[src/rtl/core/b64e_pkg.sv]
`timescale 1ns / 1ps
`default_nettype none

package b64e_pkg;

  localparam int unsigned QueueDepthDefault = 2;
  localparam int unsigned CharsPerJob = 4;

  localparam logic [6:0] PadChar = 7'h3D;

  typedef struct packed {
    logic [7:0] data_byte;
    logic       last_byte;
  } in_item_t;

  typedef struct packed {
    logic [6:0] char_code;
    logic       last_char;
  } out_item_t;

  // characters produced by one byte, count held as count minus one
  typedef struct packed {
    logic [CharsPerJob-1:0][6:0] chars;
    logic [1:0]                  n_m1;
    logic                        last;
  } job_t;

  typedef struct packed {
    logic valid;
    job_t job;
  } head_t;

  function automatic logic [6:0] sextet_char(input logic [5:0] s);
    logic [6:0] c;
    if (s < 6'd26) begin
      c = 7'h41 + {1'b0, s};
    end else if (s < 6'd52) begin
      c = 7'h61 + {1'b0, s} - 7'd26;
    end else if (s < 6'd62) begin
      c = 7'h30 + {1'b0, s} - 7'd52;
    end else if (s == 6'd62) begin
      c = 7'h2B;
    end else begin
      c = 7'h2F;
    end
    return c;
  endfunction

endpackage

`default_nettype wire

[src/rtl/core/b64e_front.sv]
`timescale 1ns / 1ps
`default_nettype none

module b64e_front (
  input  wire logic               clk_i,
  input  wire logic               rst_ni,
  input  wire logic               in_valid_i,
  output logic                    in_ready_o,
  input  wire b64e_pkg::in_item_t in_data_i,
  input  wire logic               q_full_i,
  output logic                    push_o,
  output b64e_pkg::job_t          job_o
);
  import b64e_pkg::*;

  localparam logic [1:0] PhaseZero = 2'd0;
  localparam logic [1:0] PhaseOne  = 2'd1;
  localparam logic [1:0] PhaseTwo  = 2'd2;

  logic [1:0] phase_q, phase_d;
  logic [3:0] left_q, left_d;
  logic [7:0] b;

  assign in_ready_o = !q_full_i;
  assign push_o     = in_valid_i && !q_full_i;
  assign b          = in_data_i.data_byte;

  always_comb begin
    phase_d    = phase_q;
    left_d     = left_q;
    job_o      = '0;
    job_o.last = in_data_i.last_byte;
    case (phase_q)
      PhaseOne: begin
        job_o.chars[0] = sextet_char({left_q[1:0], b[7:4]});
        if (in_data_i.last_byte) begin
          job_o.chars[1] = sextet_char({b[3:0], 2'b00});
          job_o.chars[2] = PadChar;
          job_o.n_m1     = 2'd2;
          phase_d        = PhaseZero;
          left_d         = '0;
        end else begin
          job_o.n_m1 = 2'd0;
          phase_d    = PhaseTwo;
          left_d     = b[3:0];
        end
      end
      PhaseTwo: begin
        job_o.chars[0] = sextet_char({left_q, b[7:6]});
        job_o.chars[1] = sextet_char(b[5:0]);
        job_o.n_m1     = 2'd1;
        phase_d        = PhaseZero;
        left_d         = '0;
      end
      default: begin
        // an unused phase code behaves as the start of a group
        job_o.chars[0] = sextet_char(b[7:2]);
        if (in_data_i.last_byte) begin
          job_o.chars[1] = sextet_char({b[1:0], 4'b0000});
          job_o.chars[2] = PadChar;
          job_o.chars[3] = PadChar;
          job_o.n_m1     = 2'd3;
          phase_d        = PhaseZero;
          left_d         = '0;
        end else begin
          job_o.n_m1 = 2'd0;
          phase_d    = PhaseOne;
          left_d     = {2'b00, b[1:0]};
        end
      end
    endcase
  end

  always_ff @(posedge clk_i or negedge rst_ni) begin
    if (!rst_ni) begin
      phase_q <= PhaseZero;
      left_q  <= '0;
    end else if (push_o) begin
      phase_q <= phase_d;
      left_q  <= left_d;
    end
  end

endmodule

`default_nettype wire

[src/rtl/core/b64e_queue.sv]
`timescale 1ns / 1ps
`default_nettype none

module b64e_queue #(
  parameter int unsigned Depth = b64e_pkg::QueueDepthDefault
) (
  input  wire logic           clk_i,
  input  wire logic           rst_ni,
  input  wire logic           push_i,
  input  wire b64e_pkg::job_t job_i,
  output logic                full_o,
  input  wire logic           pop_i,
  output b64e_pkg::head_t     head_o
);
  import b64e_pkg::*;

  localparam int unsigned PtrW = (Depth > 1) ? $clog2(Depth) : 1;
  localparam int unsigned CntW = $clog2(Depth + 1);
  localparam logic [PtrW-1:0] LastPtr = PtrW'(Depth - 1);
  localparam logic [CntW-1:0] FullCnt = CntW'(Depth);

  job_t            mem_q [Depth];
  logic [PtrW-1:0] wr_q, wr_d, rd_q, rd_d;
  logic [CntW-1:0] cnt_q, cnt_d;

  assign full_o      = (cnt_q == FullCnt);
  assign head_o.valid = (cnt_q != '0);
  assign head_o.job   = mem_q[rd_q];

  always_comb begin
    wr_d  = push_i ? ((wr_q == LastPtr) ? '0 : wr_q + 1'b1) : wr_q;
    rd_d  = pop_i  ? ((rd_q == LastPtr) ? '0 : rd_q + 1'b1) : rd_q;
    cnt_d = cnt_q;
    if (push_i && !pop_i) begin
      cnt_d = cnt_q + 1'b1;
    end else if (!push_i && pop_i) begin
      cnt_d = cnt_q - 1'b1;
    end
  end

  always_ff @(posedge clk_i) begin
    if (push_i) begin
      mem_q[wr_q] <= job_i;
    end
  end

  always_ff @(posedge clk_i or negedge rst_ni) begin
    if (!rst_ni) begin
      wr_q  <= '0;
      rd_q  <= '0;
      cnt_q <= '0;
    end else begin
      wr_q  <= wr_d;
      rd_q  <= rd_d;
      cnt_q <= cnt_d;
    end
  end

endmodule

`default_nettype wire

[src/rtl/core/b64e_back.sv]
`timescale 1ns / 1ps
`default_nettype none

module b64e_back (
  input  wire logic            clk_i,
  input  wire logic            rst_ni,
  input  wire b64e_pkg::head_t head_i,
  output logic                 pop_o,
  output logic                 out_valid_o,
  input  wire logic            out_ready_i,
  output b64e_pkg::out_item_t  out_data_o
);
  import b64e_pkg::*;

  logic      [1:0] idx_q, idx_d;
  logic            valid_q, valid_d;
  out_item_t       data_q, data_d;
  logic            advance, final_char;

  // output register frees when empty or taken this cycle
  assign advance    = head_i.valid && (!valid_q || out_ready_i);
  assign final_char = (idx_q == head_i.job.n_m1);
  assign pop_o      = advance && final_char;

  always_comb begin
    idx_d   = idx_q;
    valid_d = valid_q && !out_ready_i;
    data_d  = data_q;
    if (advance) begin
      valid_d          = 1'b1;
      data_d.char_code = head_i.job.chars[idx_q];
      data_d.last_char = head_i.job.last && final_char;
      idx_d            = final_char ? '0 : idx_q + 1'b1;
    end
  end

  always_ff @(posedge clk_i or negedge rst_ni) begin
    if (!rst_ni) begin
      idx_q   <= '0;
      valid_q <= 1'b0;
    end else begin
      idx_q   <= idx_d;
      valid_q <= valid_d;
    end
  end

  always_ff @(posedge clk_i) begin
    data_q <= data_d;
  end

  assign out_valid_o = valid_q;
  assign out_data_o  = data_q;

endmodule

`default_nettype wire

[src/rtl/core/base64_stream_encoder_top.sv]
// Channel  Direction  Handshake                 Payload
// in       input      in_valid_i / in_ready_o   in_data_i  (raw byte, last flag)
// out      output     out_valid_o / out_ready_i out_data_o (ASCII char, last flag)
//
// A byte is taken and turned into one to four characters, queued as a job.
// Characters leave at one per cycle, while out_ready_i is high and a job is
// queued, from a single output register; a 3-byte group gives four characters.
// Reset empties the job queue and returns to the start of a group.
// Input stalls only when the job queue is full; out_ready_i low holds the
// output register while the front keeps filling the queue.
`timescale 1ns / 1ps
`default_nettype none

module base64_stream_encoder_top #(
  parameter int unsigned QueueDepth = b64e_pkg::QueueDepthDefault
) (
  input  wire logic                clk_i,
  input  wire logic                rst_ni,
  input  wire logic                in_valid_i,
  output logic                     in_ready_o,
  input  wire b64e_pkg::in_item_t  in_data_i,
  output logic                     out_valid_o,
  input  wire logic                out_ready_i,
  output b64e_pkg::out_item_t      out_data_o
);
  import b64e_pkg::*;

  logic  push, pop, q_full;
  job_t  job;
  head_t head;

  b64e_front u_front (
    .clk_i      (clk_i),
    .rst_ni     (rst_ni),
    .in_valid_i (in_valid_i),
    .in_ready_o (in_ready_o),
    .in_data_i  (in_data_i),
    .q_full_i   (q_full),
    .push_o     (push),
    .job_o      (job)
  );

  b64e_queue #(
    .Depth (QueueDepth)
  ) u_queue (
    .clk_i  (clk_i),
    .rst_ni (rst_ni),
    .push_i (push),
    .job_i  (job),
    .full_o (q_full),
    .pop_i  (pop),
    .head_o (head)
  );

  b64e_back u_back (
    .clk_i       (clk_i),
    .rst_ni      (rst_ni),
    .head_i      (head),
    .pop_o       (pop),
    .out_valid_o (out_valid_o),
    .out_ready_i (out_ready_i),
    .out_data_o  (out_data_o)
  );

  a_accept_fills_queue: assert property (@(posedge clk_i) disable iff (!rst_ni)
    (in_valid_i && in_ready_o) |=> head.valid)
    else $error("accepted item left the job queue empty");

  a_stall_means_full: assert property (@(posedge clk_i) disable iff (!rst_ni)
    !in_ready_o |-> head.valid)
    else $error("input stalled with an empty job queue");

  a_pop_needs_head: assert property (@(posedge clk_i) disable iff (!rst_ni)
    pop |-> head.valid)
    else $error("job popped from an empty queue");

endmodule

`default_nettype wire
[config.mk]
export PLATFORM = sky130hd
export DESIGN_NAME = base64_stream_encoder_top
export DESIGN_NICKNAME = d
export VERILOG_FILES = /design/src/rtl/core/b64e_pkg.sv /design/src/rtl/core/b64e_front.sv /design/src/rtl/core/b64e_queue.sv /design/src/rtl/core/b64e_back.sv /design/src/rtl/core/base64_stream_encoder_top.sv
export SDC_FILE = /design/constraint.sdc
export NUM_CORES = 1
export LEC_CHECK = 0
export ABC_AREA = 1
export ABC_CLOCK_PERIOD_IN_PS = 2100
export BUFFER_PORTS_ARGS = -buffer_cell sky130_fd_sc_hd__buf_2
export CORE_MARGIN = 2
export CORE_UTILIZATION = 40
export CTS_BUF_LIST = sky130_fd_sc_hd__clkbuf_2
export DETAILED_ROUTE_END_ITERATION = 7
export SYNTH_ARGS = -nofsm -noshare
export SYNTH_HDL_FRONTEND = slang
export SYNTH_SLANG_ARGS = --single-unit
[constraint.sdc]
create_clock -name clk_i -period 2.1 [get_ports clk_i]
set_input_delay 0.315 -clock clk_i [delete_from_list [all_inputs] [get_ports clk_i]]
set_output_delay 0.315 -clock clk_i [all_outputs]
set_load 0.005 [all_outputs]
==> run metrics <==
crit path DAT ~2100 ps; largest net degree at the start of global routing 20; Worst R2R Start u_front.left_q[1]; RSZ-0062 raised after global routing false; Reg2Reg Setup Slack 180 ps; slew margin rel. 78.1%; Slew @ Worst Pin between 300 and 400 ps; post-synthesis net count 597; reg2reg end u_queue.mem_q[0][8]; Post-Syn Area around 4300 um2; Cell variety after synth 36; layout cells sized above 1 20.4%; clk_skew 17.1 ps; Skew-Pair Late Insertion Delay 460 ps; FILL cells between 1000 and 1500; min-delay worst type in -> reg; WL per Instance 14.8 um; CTS Buf Count 9; antenna violations before repair 0; remaining antenna violation count 0; setup slack after layout 184 ps; post-synthesis register bit count 57; Hold Crit Depth 4; delay of the slowest critical-path stage 510 ps; Post-DP HPWL approximately 8800 um; period utilization 91.3%; Die Width 108 um; peak supply drop between 0.5 and 0.6 mV; run status completed; Final Setup Violations 0; Placed Cells incl. Taps between 700 and 800; GPL Wtd Cong 0.976; PD cells 1100 nW/um2; IO Pins 23; most frequent CP cell nand2_1; cells after synthesis 560; hold path start out_ready_i; diode count 0; clk root buf clkbuf_2; Tot Pwr 5.49 mW; Pins Over Slew Limit 0; total clock sinks 57; vias per cell between 5 and 6; die area about 12000 um2; initial DRC count 325; FMAX about 520 MHz; post-synthesis sequential area ratio 38.1%; Place WS 73.8 ps; required time worst endpoint 2310 ps; CP Class reg -> reg; final wirelength 11300 um; Worst Hold End u_back.out_valid_o; first-pass GRT wire length 18900 um; Worst-path clk slew between 150 and 200 ps; worst path cell trace ha_1 -> inv_2 -> nor2_8 -> inv_2 -> nor2_4 -> nand3_1 -> nand3_1 -> nand2_1 -> nand2_1 -> nand2_1; mean area per synthesized cell 7.71 um2; area delta synth->final 15.8%; crit path launch type flop; Reg2Reg Depth 10; CP Max Fanout 7; min Tclk post-route 1920 ps; Lkg Pwr 2.33 nW; vias in the first global route 3827; TritonCTS clock tree yes; GRT overflow 0; Cell Count, Final, Fillers Out approximately 760; vias 3906; DRC 0; Max-Cap Viols 0; Crit. End Element flop; Longest Clk Path Bufs 2; synth warn 0; Core Footprint 10400 um2; CP max-delay cell dfrtp_1; Final Hold Fails 0; Die Y-Extent 108 um; first drt pass iteration count 6; Fin Setup TNS 0 ps; port buffer count 22; Nets 660; final core utilization 48.0%; effective utilization at floorplan 41.5%; gr usage total 20.6%; Row Count 37; H-tree levels 3
-- layout by cell type (no fill, tap or decap), types with 2 or more instances in the layout --
cell type and count:
a21oi_1 32, a221o_1 5, a31oi_1 2, buf_2 22, buf_4 48, bufinv_16 3, clkbuf_2 9, clkinv_1 3
clkinv_2 3, dfrtp_1 11, dfrtp_2 2, edfxtp_1 44, ha_1 24, inv_1 45, inv_2 14, nand2_1 171
nand2_2 5, nand2_4 2, nand3_1 60, nand3_2 4, nand4_1 5, nor2_1 34, nor2_2 3, nor2_4 6
nor2_8 2, o211ai_1 11, o21ai_0 26, o22ai_1 3, or2_1 2, xnor2_1 3, xor2_1 14
-- stage by stage --
stage | cell area (um2) | hold WS [ps]
4_1_cts | 4990 | 67.6
3_3_place_gp | 4820 | 219
3_5_place_dp | 4820 | 226
2_1_floorplan | 4320 | 19.4
5_1_grt | 5000 | 81.2
6_report | 5000 | 99.0
-- worst max-delay path: cells and delay by family, from the launching register on --
kind                       cells  cell delay [ps]
and+or+nand+nor                7              640
buffers and inverters          2              200
adders and majority gates      1              310
DFF                            1              510
-- flip-flops by register name, indices dropped and copies added (netlist names) --
register,flops
u_back.idx_q,2
u_back.out_data_o,8
u_back.out_valid_o,1
u_front.left_q,4
u_front.phase_q,2
u_queue.cnt_q,2
u_queue.mem_q,36
u_queue.rd_q,1
u_queue.wr_q,1
-- cells by family after synthesis --
| logic type | synth area share (%) |
|---|---|
| buf+inv | 8.55 |
| xor+xnor | 3.65 |
| compound gates | 11.0 |
| fa+ha+maj | 6.95 |
| simple gates | 31.7 |
| flops | 38.1 |
-- worst max path at each step --
stage | depth (start not counted) | start | to
floorplan | 4 | u_queue.cnt_q[0] | u_queue.mem_q[1][0]
global placement | 11 | in_data_i[1] | u_queue.mem_q[1][16]
detailed placement | 11 | in_data_i[1] | u_queue.mem_q[1][16]
CTS | 7 | u_queue.rd_q | u_queue.cnt_q[1]
global route | 9 | u_queue.rd_q | u_queue.cnt_q[1]
finish | 10 | u_front.left_q[1] | u_queue.mem_q[0][8]
-- timing repair --
action	in CTS	in global routing
hold endpoints to repair	13	0
setup endpoints to repair	0	5
hold buffers	1	0
setup buffers	0	0
gates resized for setup	0	4
-- per-layer routing --
metal  share of wire [%]  up-vias  GRT usage (%)  wire length [um]
li1                    -     1989              -                 -
met1                  46     1788           28.1              5210
met2                  49      117           34.7              5520
met3                 4.4       12           2.78               499
met4                0.75        0           4.58                85
met5                   0        -              0                 0
-- power by group --
part | internal [mW] | switching [mW]
sequential | 1.80 | 0.196
combinational | 0.951 | 1.64
clock | 0.505 | 0.399
-- cell usage after synthesis --
cell type	instances	area (um2)
a21oi_1	32	160
a221o_1	5	50.1
a31oi_1	2	12.5
buf_2	7	35.0
buf_4	7	52.6
buf_6	4	45.0
clkbuf_1	1	3.75
clkinv_1	2	7.51
dfrtp_1	13	325
edfxtp_1	44	1320
ha_1	24	300
inv_1	45	169
inv_2	15	56.3
nand2_1	171	642
nand2_2	5	31.3
nand2_4	2	22.5
nand3_1	60	300
nand3_2	4	40.0
nand3_4	1	17.5
nand4_1	5	31.3
nor2_1	34	128
nor2_2	3	18.8
nor2_4	6	67.6
nor2_8	2	40.0
nor3_1	1	5.00
o2111ai_1	1	8.76
o211ai_1	11	82.6
o21ai_0	26	130
o21ai_1	1	5.00
o21ai_2	1	8.76
o22ai_1	3	18.8
or2_0	1	6.26
or2_1	2	12.5
or2_2	1	6.26
xnor2_1	3	26.3
xor2_1	15	131
-- cell type report --
class / instances / area (um2) / area share [%]
sequential: 57 / 1650 / 33.0
multi-input combinational: 422 / 2310 / 46.2
tap: 136 / 170 / 3.40
clock buffer: 9 / 45.0 / 0.901
timing repair buffer: 71 / 480 / 9.61
inverter: 62 / 235 / 4.70
clock inverter: 7 / 109 / 2.18
(Power assumes the default switching activity.)
